`config.mk`:
```
export PLATFORM = sky130hd
export DESIGN_NAME = acd_csr
export DESIGN_NICKNAME = d
export VERILOG_FILES = /design/src/hw/rtl/acd_pkg.sv /design/src/hw/rtl/acd_csr.sv
export SDC_FILE = /design/constraint.sdc
export NUM_CORES = 1
export LEC_CHECK = 0
export ABC_CLOCK_PERIOD_IN_PS = 2400
export BUFFER_PORTS_ARGS = -buffer_cell sky130_fd_sc_hd__buf_2
export CELL_PAD_IN_SITES_DETAIL_PLACEMENT = 0
export CELL_PAD_IN_SITES_GLOBAL_PLACEMENT = 1
export CORE_MARGIN = 2
export CORE_UTILIZATION = 35
export DETAILED_ROUTE_END_ITERATION = 7
export GPL_TIMING_DRIVEN = 1
export PLACE_DENSITY = 0.91
export SYNTH_ARGS = -nofsm -noshare
export SYNTH_HDL_FRONTEND = slang
export SYNTH_SLANG_ARGS = --single-unit
```
`constraint.sdc`:
```
create_clock -name clock -period 2.4 [get_ports clock]
set_input_delay 0.12 -clock clock [delete_from_list [all_inputs] [get_ports clock]]
set_output_delay 0.12 -clock clock [all_outputs]
set_load 0.05 [all_outputs]
```
`src/hw/rtl/acd_pkg.sv`:
```
`timescale 1ns / 1ps
package acd_pkg;

   // Field widths of the channels
   localparam int SAMPLE_W    = 16;
   localparam int POS_OUT_W   = 40;
   localparam int CNT_OUT_W   = 32;
   localparam int THRESH_W    = 16;

   // Default state widths
   localparam int DEFAULT_POSITION_BITS = 40;
   localparam int DEFAULT_COUNT_BITS    = 32;

   // Register port geometry: four registers, 8 bytes apart
   localparam int CSR_DATA_W  = 64;
   localparam int CSR_ADDR_W  = 5;
   localparam int CSR_INDEX_W = 2;
   localparam int CSR_LSB     = 3;

   typedef enum logic [CSR_INDEX_W-1:0] {
      REG_CLIP_LEVEL      = 2'd0,
      REG_START_THRESHOLD = 2'd1,
      REG_STOP_THRESHOLD  = 2'd2,
      REG_START_POSITION  = 2'd3
   } reg_index_type;

   // Register reset values
   localparam logic [THRESH_W-1:0]  CLIP_LEVEL_RST      = 16'd32767;
   localparam logic [THRESH_W-1:0]  START_THRESHOLD_RST = 16'd3;
   localparam logic [THRESH_W-1:0]  STOP_THRESHOLD_RST  = 16'd3;
   localparam logic [POS_OUT_W-1:0] START_POSITION_RST  = 40'd0;

   typedef struct packed {
      logic [THRESH_W-1:0]  clip_level;
      logic [THRESH_W-1:0]  start_threshold;
      logic [THRESH_W-1:0]  stop_threshold;
      logic [POS_OUT_W-1:0] start_position;
   } cfg_type;

   typedef struct packed {
      logic                       valid;
      logic signed [SAMPLE_W-1:0] sample;
      logic                       channel_start;
   } item_type;

endpackage

```
`src/hw/rtl/acd_csr.sv`:
```
`timescale 1ns / 1ps
module acd_csr import acd_pkg::*; (
   input  logic                  clock,
   input  logic                  reset,
   input  logic                  csr_psel,
   input  logic                  csr_penable,
   input  logic                  csr_pwrite,
   input  logic [CSR_ADDR_W-1:0] csr_paddr,
   input  logic [CSR_DATA_W-1:0] csr_pwdata,
   output logic [CSR_DATA_W-1:0] csr_prdata,
   output logic                  csr_pready,
   output cfg_type               cfg
);

   cfg_type       cfg_ff;
   reg_index_type index;
   logic          write_en;

   assign index      = reg_index_type'(csr_paddr[CSR_LSB +: CSR_INDEX_W]);
   assign write_en   = csr_psel & csr_penable & csr_pwrite;
   assign csr_pready = 1'b1;
   assign cfg        = cfg_ff;

   // Write the addressed register
   always_ff @(posedge clock) begin
      if (reset) begin
         cfg_ff.clip_level      <= CLIP_LEVEL_RST;
         cfg_ff.start_threshold <= START_THRESHOLD_RST;
         cfg_ff.stop_threshold  <= STOP_THRESHOLD_RST;
         cfg_ff.start_position  <= START_POSITION_RST;
      end else if (write_en) begin
         unique case (index)
            REG_CLIP_LEVEL:      cfg_ff.clip_level      <= csr_pwdata[THRESH_W-1:0];
            REG_START_THRESHOLD: cfg_ff.start_threshold <= csr_pwdata[THRESH_W-1:0];
            REG_STOP_THRESHOLD:  cfg_ff.stop_threshold  <= csr_pwdata[THRESH_W-1:0];
            REG_START_POSITION:  cfg_ff.start_position  <= csr_pwdata[POS_OUT_W-1:0];
            default: ;
         endcase
      end
   end

   // Read back the addressed register
   always_comb begin
      unique case (index)
         REG_CLIP_LEVEL:      csr_prdata = CSR_DATA_W'(cfg_ff.clip_level);
         REG_START_THRESHOLD: csr_prdata = CSR_DATA_W'(cfg_ff.start_threshold);
         REG_STOP_THRESHOLD:  csr_prdata = CSR_DATA_W'(cfg_ff.stop_threshold);
         REG_START_POSITION:  csr_prdata = CSR_DATA_W'(cfg_ff.start_position);
         default:             csr_prdata = '0;
      endcase
   end

endmodule

```
==> impl_metrics.toml <==
[outcome]
outcome = "finished clean"

[critical_path]
cpMostUsedCell = "buf_2"
crit_slowest_cell = "mux4_2"
cp.arrival_ps = 1530
crit_chain = "buf_2 > buf_4 > mux4_2 > buf_2"
critPathTopFamily = "buffers and inverters"
cp-end-kind = "primary output"
cp.required_ps = 2280
critical-path-max-stage-delay_ps = 540
path_class = "in -> out"
cp_num_buf_inv = 3
start_kind = "primary input"
path_max_fanout = 30

[timing]
holdWs_ps = 27.5
rsz0062_at_grt = "false"
period_share_pct = 68.9
fin_tns_setup_ps = 0
finalSetupViolCount = 0
slew_headroom_pct = 48.0
timing.fmax_mhz = 604
slew_violations = 0
finClkSkew_ps = 0
final-hold-violation-count = 0
period_needed_ps = 1650
worst_slew_pin_slew_ps = 780

[power]
seq_power_share_pct = 45.1
p_clk_share_pct = 39.7
switching_share_pct = 27.9
cellLeakagePower_nw = 2.64
p_sw_mw = 0.924
vdd_drop_max_uv = 243
power_density_nw_per_um2 = 593
intPower_mw = 2.39
combPwrFrac_pct = 15.2

[floorplanning]
start_util_pct = 35.5
die_area_sq_um = 13600
die_w_um = 116
core_area_sq_um = 12500
io_pins = 227
num_rows = 41
die_h_um = 116

[finish]
final_nets = 700
antenna_cells = 0
fillCellCount = 1257
drive_gt1_share_pct = 34.5
largest_reg_flops = 88
area.growth.synth_to_final_pct = 26.2
utilization_pct = 44.9

[grt]
grt_pass1_vias = 3494
grt_max_degree = 77
grt_use_total_pct = 17.8
grt_overflow_total = 0
grt_pass1_wl_um = 18300
antenna_found_initial = 0

[logic_synthesis]
synth_top_cell_by_area = "dfxtp_1"
yosysSeqAreaShare_pct = 39.8
netlist_area_sq_um = 4430
synth_top_cell_area_share_pct = 39.8
synth_edf_count = 0
yosysMostFrequentCell = "dfxtp_1"
ys_types = 21
synthFlopType = "dfxtp_1"
synthCells = 475
synthTopCellsByCount = "dfxtp_1 (88), o21ai_0 (76), nand2b_1 (69)"
syn_avg_cell_area_sq_um = 9.32
async_flop_share_pct = 0
synthTopCellsByArea = "dfxtp_1 (40%), mux2i_1 (11%), nand2b_1 (9.7%), o21ai_0 (8.6%), mux4_2 (8.1%)"
ys.warnings.count = 0
yosys_register_bits = 88

[clocking]
ctsRootBufferMaster = "clkbuf_16"
post_cts_resize_count = 0
clkTransAtPathRegs_ps = 60
cts_sinks = 88
postCtsSetupBuffers = 0
cts_tree = "yes"
clk-insertion-delay-late_ps = 330
ctsHoldBuffers = 0
cts_buffers = 9
clock_path_buffers = 2
h-tree-depth = 3

[detailed_routing]
drt_iter0_markers = 227
avgViaCountPerCell = 4.80
routed_wl_um = 12200
post-route-drc-count = 0
vias = 3841
routedWlPerCell_um = 15.2
drtAntennaViolNets = 0
firstDrtPassIters = 4

[run]
maxCapViolations = 0

[placement]
io_buffers = 174
place_congestion = 0.736
dp_hpwl_um = 8210

[worst_hold_path]
hp-class = "in -> reg"
==> layout make-up <==
| class | instances | area (sq um) | share of cell area, % |
|---|---|---|---|
| well taps | 172 | 215 | 3.85 |
| multi-input cells | 342 | 2360 | 42.2 |
| repair buffers | 185 | 981 | 17.5 |
| flip-flops and latches | 88 | 1760 | 31.5 |
| clock buffers | 14 | 274 | 4.90 |
==> tightest hold or removal path, stage by stage <==
cell      delay (ps)
buf_2             90
nand2b_1          60
o21ai_1           50
==> final timing paths <==
kind | startpoint | to | slack, ps | cells past startpoint
max | csr_paddr[4] | csr_prdata[14] | 750 | 4
max reg2reg | cfg[3] | cfg[3] | 1570 | 3
min reg2reg | cfg[54] | cfg[54] | 490 | 2
min | csr_pwdata[34] | cfg[34] | 30 | 3
==> per-stage QoR <==
stage	cell area [sq um]	setup slack [ps]	cells	power [mW]
final	5590	746	801	3.32
after floorplan	4520	1020	498	1.94
after global routing	5590	671	801	3.45
after detailed placement	5320	470	787	2.03
after CTS	5590	721	801	3.35
after global placement	5320	584	787	2.03
==> logic make-up (layout without fill, tap and decap cells) <==
group / count (synthesis) / count (layout) / synth area share, %
other cells: 2 / 25 / 0.170
compound gates: 80 / 80 / 9.04
buf+inv: 68 / 199 / 9.01
flops: 88 / 88 / 39.8
mux: 64 / 64 / 19.0
simple gates: 173 / 173 / 23.0
==> metal layers <==
metal  GRT usage (%)  vias to the layer above  part of all wire [%]
li1                -                     1852                     -
met1            23.6                     1833                    45
met2            28.9                      145                    48
met3            4.00                       11                   6.4
met4            5.63                        0                   1.2
met5               0                        -                     0
==> layout by cell type, fill, tap and decap left out <==
| cell | instances |
|---|---|
| and3_1 | 24 |
| buf_12 | 2 |
| buf_2 | 173 |
| buf_4 | 10 |
| clkbuf_1 | 2 |
| clkbuf_16 | 9 |
| clkbuf_8 | 3 |
| conb_1 | 25 |
| dfxtp_1 | 88 |
| mux2i_1 | 48 |
| mux4_2 | 16 |
| nand2_1 | 1 |
| nand2b_1 | 69 |
| nand3_4 | 1 |
| nor2_1 | 34 |
| nor2b_1 | 40 |
| nor3_4 | 1 |
| nor3b_2 | 1 |
| o21ai_0 | 76 |
| o21ai_1 | 4 |
| or2_2 | 1 |
| or3b_1 | 1 |
==> power groups by stage <==
stage / registers (mW) / logic, mW / clock network (mW)
2_1_floorplan: 1.59 / 0.352 / 0
3_3_place_gp: 1.52 / 0.501 / 0
3_5_place_dp: 1.53 / 0.507 / 0
4_1_cts: 1.49 / 0.507 / 1.35
5_1_grt: 1.50 / 0.539 / 1.41
6_report: 1.49 / 0.506 / 1.32
Note: power is estimated with default switching activity, not from simulation.
