$ cat config.mk
export PLATFORM = sky130hd
export DESIGN_NAME = acd_in_stage
export DESIGN_NICKNAME = d
export VERILOG_FILES = /design/src/hw/rtl/acd_pkg.sv /design/src/hw/rtl/acd_in_stage.sv
export SDC_FILE = /design/constraint.sdc
export NUM_CORES = 1
export LEC_CHECK = 0
export BUFFER_PORTS_ARGS = -buffer_cell sky130_fd_sc_hd__clkbuf_2
export CAP_MARGIN = 0
export CORE_AREA = 2 2 44 46
export CTS_CLUSTER_SIZE = 16
export DETAILED_ROUTE_END_ITERATION = 10
export DIE_AREA = 0 0 46 48
export PLACE_DENSITY = 0.76
export SYNTH_ARGS = -nofsm -noshare
export SYNTH_HDL_FRONTEND = slang
export SYNTH_SLANG_ARGS = --single-unit
$ cat constraint.sdc
create_clock -name clock -period 2.3 [get_ports clock]
set_input_delay 0.46 -clock clock [delete_from_list [all_inputs] [get_ports clock]]
set_output_delay 0.46 -clock clock [all_outputs]
set_load 0.005 [all_outputs]
$ cat src/hw/rtl/acd_pkg.sv
`timescale 1ns / 1ps
package acd_pkg;

   // Field widths of the channels
   localparam int SAMPLE_W    = 16;
   localparam int POS_OUT_W   = 40;
   localparam int CNT_OUT_W   = 32;
   localparam int THRESH_W    = 16;

   // Default state widths
   localparam int DEFAULT_POSITION_BITS = 40;
   localparam int DEFAULT_COUNT_BITS    = 32;

   // Register port geometry: four registers, 8 bytes apart
   localparam int CSR_DATA_W  = 64;
   localparam int CSR_ADDR_W  = 5;
   localparam int CSR_INDEX_W = 2;
   localparam int CSR_LSB     = 3;

   typedef enum logic [CSR_INDEX_W-1:0] {
      REG_CLIP_LEVEL      = 2'd0,
      REG_START_THRESHOLD = 2'd1,
      REG_STOP_THRESHOLD  = 2'd2,
      REG_START_POSITION  = 2'd3
   } reg_index_type;

   // Register reset values
   localparam logic [THRESH_W-1:0]  CLIP_LEVEL_RST      = 16'd32767;
   localparam logic [THRESH_W-1:0]  START_THRESHOLD_RST = 16'd3;
   localparam logic [THRESH_W-1:0]  STOP_THRESHOLD_RST  = 16'd3;
   localparam logic [POS_OUT_W-1:0] START_POSITION_RST  = 40'd0;

   typedef struct packed {
      logic [THRESH_W-1:0]  clip_level;
      logic [THRESH_W-1:0]  start_threshold;
      logic [THRESH_W-1:0]  stop_threshold;
      logic [POS_OUT_W-1:0] start_position;
   } cfg_type;

   typedef struct packed {
      logic                       valid;
      logic signed [SAMPLE_W-1:0] sample;
      logic                       channel_start;
   } item_type;

endpackage

$ cat src/hw/rtl/acd_in_stage.sv
`timescale 1ns / 1ps
module acd_in_stage import acd_pkg::*; (
   input  logic                       clock,
   input  logic                       reset,
   input  logic                       in_valid,
   input  logic signed [SAMPLE_W-1:0] in_sample,
   input  logic                       in_channel_start,
   output logic                       in_ready,
   input  logic                       advance,
   output item_type                   item
);

   logic                       valid_ff;
   logic                       valid_in;
   logic signed [SAMPLE_W-1:0] sample_ff;
   logic                       chan_ff;
   logic                       load;

   // Take a new item when the register is empty or moves on this cycle
   assign in_ready = !valid_ff || advance;
   assign load     = in_valid && in_ready;
   assign valid_in = load ? 1'b1 : (advance ? 1'b0 : valid_ff);

   always_ff @(posedge clock) begin
      if (reset) begin
         valid_ff <= 1'b0;
      end else begin
         valid_ff <= valid_in;
      end
   end

   // Hold the payload until the item moves on
   always_ff @(posedge clock) begin
      if (load) begin
         sample_ff <= in_sample;
         chan_ff   <= in_channel_start;
      end
   end

   assign item.valid         = valid_ff;
   assign item.sample        = sample_ff;
   assign item.channel_start = chan_ff;

endmodule

==> results of run 1 <==
[metrics by stage]
stage               utilization [%]  worst slack [ns]  total power, mW  cells
detailed placement            46.30             1.043           0.4441     78
global route                  48.44            0.9369           0.6524     82
floorplan                         -             1.166           0.4094     24
global placement              46.30             1.054           0.4426     78
finish                        48.44             1.000           0.6186     82
CTS                           48.44            0.9844           0.6316     82
[worst min path at each step]
stage	endpoint	cells after the start
after floorplan	valid_ff	2
final	valid_ff	2
after global routing	valid_ff	2
after CTS	valid_ff	2
after detailed placement	valid_ff	2
after global placement	valid_ff	2
[sequential cells by signal, indices dropped and copies added (netlist names)]
| register | cells |
|---|---|
| chan_ff | 1 |
| sample_ff | 16 |
| valid_ff | 1 |
[routing by layer]
metal  share of wire, %  global-route usage [%]  wire (um)
met5                  0                       0          0
met4                1.2                   6.857         12
met3                 19                   5.283        184
met2                 39                   13.89        385
met1                 41                   12.32        397
[critical path, cell delays in order (launching register included)]
cell      delay [ns]
dfxtp_1         0.38
nand2b_4        0.07
clkbuf_2        0.11
[cells by family (layout without fill, tap and decap cells)]
logic type      count (synthesis)  count (layout)  share of synthesized area [%]
buf+inv                         3              44                          3.231
flops                          18              18                          91.38
simple gates                    2               2                          3.879
compound gates                  1               1                          1.509
[area by class of cell]
| class | instances | area share (%) |
|---|---|---|
| Sequential cell | 18 | 64.83 |
| Timing Repair Buffer | 39 | 23.85 |
| Clock buffer | 4 | 4.434 |
| Multi-Input combinational cell | 3 | 3.823 |
| Tap cell | 17 | 2.599 |
| Inverter | 1 | 0.4587 |
[cell usage in the layout (no fill, tap or decap), drive strengths merged]
master   n
a21oi    1
clkbuf  43
inv      1
dfxtp    1
and2     1
nand2b   1
edfxtp  17
[power by group through the flow]
| stage | Clock [mW] | Combinational, mW | Sequential, mW |
|---|---|---|---|
| 4_1_cts | 0.195 | 0.0504 | 0.386 |
| 3_3_place_gp | 0 | 0.0495 | 0.393 |
| 3_5_place_dp | 0 | 0.0504 | 0.394 |
| 2_1_floorplan | 0 | 0.0135 | 0.396 |
| 5_1_grt | 0.209 | 0.0550 | 0.388 |
| 6_report | 0.183 | 0.0491 | 0.386 |
==> out/qor.csv, run 1 <==
metric,value,unit
ys.flop_type,edfxtp_1,
powerDensity,756.0,nW/um^2
synth-seq-cells,18,
syn_inst,24,
hp-class,primary input to flip-flop,
cts_num_sinks,18,
port_buffers,39,
post_dp_cell_area,782.0,um^2
comb_power_share,7.9,%
clkPwrFrac,29.6,%
ios,40,
worstReg2RegEnd,sample_ff[6],
avgSynthCellArea,24.19,um^2
wl_per_cell,11.95,um
relSlewSlack,85.84,%
cts-htree-levels,1,
yosysWarnings,0,
p_seq_share,62.4,%
cts_buffers,3,
die_x,46,um
crit_start,valid_ff,
synth.area.top_cells,"edfxtp_1, dfxtp_1, buf_4",
finalSetupViolCount,0,
grt_max_degree,18,
crit_type,flip-flop to output port,
slew_violations,0,
clockBufferDepth,2,
root_buffer,clkbuf_4,
cp.arrival,0.84,ns
tightest_slew,0.2124,ns
max_freq,769.4,MHz
worst_ep_required_time,1.84,ns
cts.clk_slew.worst_paths,0.10,ns
yosysTopAreaCell,edfxtp_1,
antenna_cells,0,
switching_share,18.53,%
firstDrtPassIters,2,
path_max_fanout,3,
cts_tree,done,
synth_fp_nets,45,
die_y,48,um
crit_end,in_ready,
nFillCells,151,
status,finished clean,
cts-resized-gates,0,
multi_input_area,31.28,um^2
clock_latency,0.28,ns
synth_top_area_share,87.93,%
nNetsFinal,87,
ys_seq_area_share,91.38,%
core,1689,um^2
start_util,34.37,%
fp.dieArea,2208,um^2
track_usage,10.13,%
ff2ff_path_depth,2,
final_cell_area,818.3,um^2
crit_path_start_kind,flip-flop,
postCtsHoldBufs,0,
rsz0062_at_grt,no,
viasPerCell,4.366,
min_period_over_period,56.51,%
ant_nets,0,
antenna_found_initial,0,
hold_slack,0.3308,ns
synth_edf_count,17,
yosysUniqueCellTypes,7,
tns,0,ns
syn_to_final_growth,40.95,%
globalplace.congestion,0.6486,
area.sequential,530.5,um^2
drive_gt1_share,70.77,%
drt_iter0_markers,6,
synthArstFlopShare,0,%
ir_drop,0.3215,mV
yosysMostFrequentCell,edfxtp_1,
switchingPower,0.1146,mW
min-delay-start,reset,
grt_pass1_vias,336,
post_cts_buffers,0,
syn_area,580.6,um^2
wl,980,um
fin_crit,1.300,ns
dr_total_vias,358,
cap_violations,0,
synth_common_cells,"edfxtp_1, buf_4",
skew,0.002345,ns
finalHoldViolations,0,
internal-power,0.5040,mW
grt_overflow,0,
crit_path_end_kind,output port,
timing.reg2reg.setup_slack,1.30,ns
grt_pass1_wl,1455,um
row_count,15,
leakagePower,0.3747,nW
drc,0,
r2r-start,valid_ff,
Power figures use the tool's default switching activity.
==> run 2, diff against run 1 <==
--- a/config.mk
+++ b/config.mk
@@ -5,12 +5,13 @@
 export SDC_FILE = /design/constraint.sdc
 export NUM_CORES = 1
 export LEC_CHECK = 0
+export ABC_AREA = 1
 export BUFFER_PORTS_ARGS = -buffer_cell sky130_fd_sc_hd__clkbuf_2
 export CAP_MARGIN = 0
-export CORE_AREA = 2 2 44 46
+export CORE_AREA = 2 2 45 47
 export CTS_CLUSTER_SIZE = 16
 export DETAILED_ROUTE_END_ITERATION = 10
-export DIE_AREA = 0 0 46 48
+export DIE_AREA = 0 0 47 49
 export PLACE_DENSITY = 0.76
 export SYNTH_ARGS = -nofsm -noshare
 export SYNTH_HDL_FRONTEND = slang
==> constraint.sdc (replaced) <==
create_clock -name clock -period 1.1 [get_ports clock]
set_input_delay 0.22 -clock clock [delete_from_list [all_inputs] [get_ports clock]]
set_output_delay 0.22 -clock clock [all_outputs]
set_load 0.005 [all_outputs]
==> out/qor.csv, run 2 <==
metric,value,unit
status,finished clean,
drt_iter0_markers,0,
crit_path_start_kind,flip-flop,
ys_seq_area_share,92.58,%
syn_to_final_growth,48.03,%
largest_registers,"sample_ff (16), chan_ff (1), valid_ff (1)",
final_cell_mix,"clkbuf_2, edfxtp_1, clkbuf_4",
crit_type,flip-flop to output port,
avgSynthCellArea,22.92,um^2
cap_violations,0,
wl_per_cell,10.43,um
path_max_fanout,3,
cts_tree,done,
yosysMostFrequentCell,edfxtp_1,
die_y,49,um
ant_nets,0,
slew_violations,0,
cp.arrival,0.83,ns
synth.area.top_cells,"edfxtp_1, dfxtp_1, buf_4",
clockBufferDepth,2,
antenna_found_initial,0,
crit_path_end_kind,output port,
tightest_slew,0.1368,ns
fin_crit,1.054,ns
dpl.hpwl,782.8,um
yosysTopAreaCell,edfxtp_1,
port_buffers,39,
top_register,sample_ff,
ios,40,
mostFrequentLayoutCell,clkbuf_2,
ys.flop_type,edfxtp_1,
synth-seq-cells,18,
finalSetupViolCount,0,
skew,0.001791,ns
core,1842,um^2
cts_buffers,3,
leakagePower,0.3758,nW
cts.clk_slew.worst_paths,0.10,ns
clock_latency,0.28,ns
syn_area,573.1,um^2
largest_reg_flops,16,
ir_drop,0.8177,mV
relSlewSlack,90.87,%
row_count,16,
drc,0,
synth_top_area_share,89.08,%
crit_start,valid_ff,
min-delay-start,reset,
root_buffer,clkbuf_4,
synth_common_cells,"edfxtp_1, buf_4",
grt_overflow,0,
cts-htree-levels,1,
powerDensity,1475,nW/um^2
globalplace.congestion,0.6017,
syn_inst,25,
r2r-start,valid_ff,
antenna_cells,0,
dr_total_vias,351,
grt_pass1_vias,360,
start_util,31.11,%
utilization,46.06,%
yosysWarnings,0,
yosysUniqueCellTypes,8,
grt_pass1_wl,1566,um
max_freq,948.6,MHz
synth_fp_nets,46,
viasPerCell,3.734,
min_period_over_period,95.84,%
synth_edf_count,17,
synthArstFlopShare,0,%
cts_num_sinks,18,
hp-class,primary input to flip-flop,
die_x,47,um
track_usage,9.942,%
grt_max_degree,18,
finalHoldViolations,0,
worst_ep_required_time,0.88,ns
drive_gt1_share,71.64,%
wl,980,um
tns,0,ns
fp.dieArea,2303,um^2
firstDrtPassIters,1,
nNetsFinal,89,
rsz0062_at_grt,no,
## run 2: layer usage
layer	GRT usage, %	routed length, um
met5	0	0
met4	5.556	8
met3	4.815	111
met2	15.53	503
met1	10.51	357
## run 2: timing repair
action | 4_1_cts | 5_1_grt
endpoints found under the setup margin | 1 | 1
buffers inserted | 0 | 0
gates resized for setup | 1 | 1
hold buffers | 0 | 0
## run 2: worst paths after layout
check                        to  depth (start not counted)  slack, ns
setup / recovery       in_ready                          2       0.05
hold / removal         valid_ff                          2       0.08
setup reg to reg  sample_ff[14]                          2       0.12
hold reg to reg        valid_ff                          2       0.52
## run 2: cell type report
cell class,instances,area (um^2)
clock buffers,4,26.28
well taps,27,33.78
multi-input cells,3,31.28
inverters,2,7.507
repair buffers,40,215.2
flip-flops and latches,18,534.3
fillers,186,993.5
## run 2: worst max-delay path, stage by stage (launching register included)
cell and delay [ns]:
dfxtp_4 0.37, nand2_2 0.08, clkbuf_2 0.11
## run 2: cells by family (layout without fill, tap and decap cells)
logic type	Yosys count	after routing	share of synthesized area, %
DFF	18	18	92.58
buffers and inverters	4	46	3.928
AOI/OAI and AO/OA	2	2	2.401
and+or+nand+nor	1	1	1.092
## run 2: metrics by stage
step | hold slack, ns | total power [mW] | setup slack (ns) | instances | area (um^2)
global route | 0.06129 | 1.315 | 0.001665 | 94 | 848.3
CTS | 0.06819 | 1.267 | 0.02776 | 94 | 845.8
detailed placement | 0.3861 | 0.9402 | 0.1139 | 90 | 818.3
floorplan | 0.2824 | 0.8578 | 0.02353 | 25 | 584.3
global placement | 0.3819 | 0.9351 | 0.1299 | 90 | 818.3
finish | 0.07630 | 1.251 | 0.04579 | 94 | 848.3
## run 2: power by group
group,internal [mW],switching (mW),leakage [nW]
logic,0.0636,0.0495,0.187
registers,0.795,0.0120,0.173
clock network,0.141,0.190,0.0150
==> run 3, diff against run 2 <==
--- a/config.mk
+++ b/config.mk
@@ -8,10 +8,10 @@
 export ABC_AREA = 1
 export BUFFER_PORTS_ARGS = -buffer_cell sky130_fd_sc_hd__clkbuf_2
 export CAP_MARGIN = 0
-export CORE_AREA = 2 2 45 47
+export CORE_AREA = 2 2 44 46
 export CTS_CLUSTER_SIZE = 16
 export DETAILED_ROUTE_END_ITERATION = 10
-export DIE_AREA = 0 0 47 49
+export DIE_AREA = 0 0 46 48
 export PLACE_DENSITY = 0.76
 export SYNTH_ARGS = -nofsm -noshare
 export SYNTH_HDL_FRONTEND = slang
==> constraint.sdc (replaced) <==
create_clock -name clock -period 1.17 [get_ports clock]
set_input_delay 0.234 -clock clock [delete_from_list [all_inputs] [get_ports clock]]
set_output_delay 0.234 -clock clock [all_outputs]
set_load 0.005 [all_outputs]
==> out/qor.csv, run 3 (same netlist as run 2, synthesis figures left out) <==
metric,value,unit
core,1689,um^2
antenna_found_initial,0,
path_max_fanout,3,
relSlewSlack,90.53,%
max_stage_delay,0.38,ns
tns,0,ns
mostFrequentLayoutCell,clkbuf_2,
finalHoldViolations,0,
grt_overflow,0,
finalSetupViolCount,0,
cts_num_sinks,18,
ios,40,
largest_registers,"sample_ff (16), chan_ff (1), valid_ff (1)",
powerDensity,1387,nW/um^2
crit_path_start_kind,flip-flop,
crit_path_end_kind,output port,
max_freq,932.1,MHz
wl,1036,um
root_buffer,clkbuf_4,
grt_max_degree,18,
drive_gt1_share,71.64,%
rsz0062_at_grt,no,
track_usage,10.29,%
antenna_cells,0,
cts.clk_slew.worst_paths,0.09,ns
cts-htree-levels,1,
ir_drop,0.8055,mV
row_count,15,
status,finished clean,
leakagePower,0.3758,nW
postCtsHoldBufs,0,
tightest_slew,0.1419,ns
crit_chain,nand2_2 > clkbuf_2,
top_register,sample_ff,
ff2ff_path_depth,2,
worst_ep_required_time,0.94,ns
drt_iter0_markers,10,
syn_to_final_growth,45.41,%
skew,0.005797,ns
die_y,48,um
viasPerCell,4.488,
slew_violations,0,
hold-path-cell-count,2,
port_buffers,39,
hp-class,primary input to flip-flop,
clockBufferDepth,2,
nNetsFinal,89,
cp.arrival,0.84,ns
drc,0,
cts_tree,done,
crit_type,flip-flop to output port,
final_cell_mix,"clkbuf_2, edfxtp_1, clkbuf_4",
die_x,46,um
grt_pass1_vias,352,
cts_buffers,3,
wl_per_cell,12.33,um
dr_total_vias,377,
start_util,33.93,%
post_dp_cell_area,805.8,um^2
ant_nets,0,
cap_violations,0,
cp_slowest_cell,dfxtp_2,
final_cell_area,833.3,um^2
grt_pass1_wl,1462,um
fp.dieArea,2208,um^2
largest_reg_flops,16,
firstDrtPassIters,4,
min_period_over_period,91.69,%
globalplace.congestion,0.6580,
fin_crit,1.073,ns
clock_latency,0.28,ns
run 3: cell count changes in the layout (fill, tap and decap cells not counted), sizes merged:
cell / delta
clkinv: +1
clkbuf: -1
run 3: path summary, 6_finish.rpt:
check	start	endpoint	slack [ns]
worst max-delay path	valid_ff	in_ready	0.1
worst min-delay path	reset	valid_ff	0.1
worst max register to register	valid_ff	sample_ff[5]	0.20
worst min register to register	valid_ff	valid_ff	0.51
run 3: area by class of cell:
cell class / instances / area, um^2
Fill cell: 145 / 855.8
Sequential cell: 18 / 531.8
Clock inverter: 1 / 3.754
Tap cell: 17 / 21.27
Timing Repair Buffer: 40 / 215.2
Inverter: 2 / 7.507
Multi-Input combinational cell: 3 / 31.28
Clock buffer: 3 / 22.52
run 3: report_power, final:
group / switching, mW / internal [mW]
clock: 0.163 / 0.123
sequential: 0.0123 / 0.749
combinational: 0.0492 / 0.0599
total: 0.224 / 0.932
run 3: layer usage:
metal,vias to the layer above,GRT usage [%],share of wire [%]
li1,175,-,-
met1,161,11.11,41
met2,41,16.94,42
met3,0,3.774,17
met4,0,6.857,0
met5,-,0,0
run 3: per-stage QoR:
step | utilization (%) | instances | total power, mW | hold slack [ns] | setup WS [ns]
4_1_cts | 49.26 | 84 | 1.172 | 0.09897 | 0.02831
2_1_floorplan | - | 25 | 0.8065 | 0.2964 | 0.09353
3_5_place_dp | 47.70 | 80 | 0.8860 | 0.4030 | 0.1832
6_report | 49.33 | 84 | 1.156 | 0.09569 | 0.09720
3_3_place_gp | 47.70 | 80 | 0.8836 | 0.4098 | 0.2029
5_1_grt | 49.33 | 84 | 1.211 | 0.07658 | 0.05782
run 3: timing repair:
action                                  in CTS  in global routing
buffers inserted                             0                  0
resized for setup                            0                  1
endpoints found under the hold margin        0                  0
endpoints found under the setup margin       0                  1
run 3: critical path: cells and delay by family (launching register included):
kind | cells | cell delay [ns]
buffers and inverters | 1 | 0.11
flip-flops | 1 | 0.38
AND/OR/NAND/NOR | 1 | 0.07
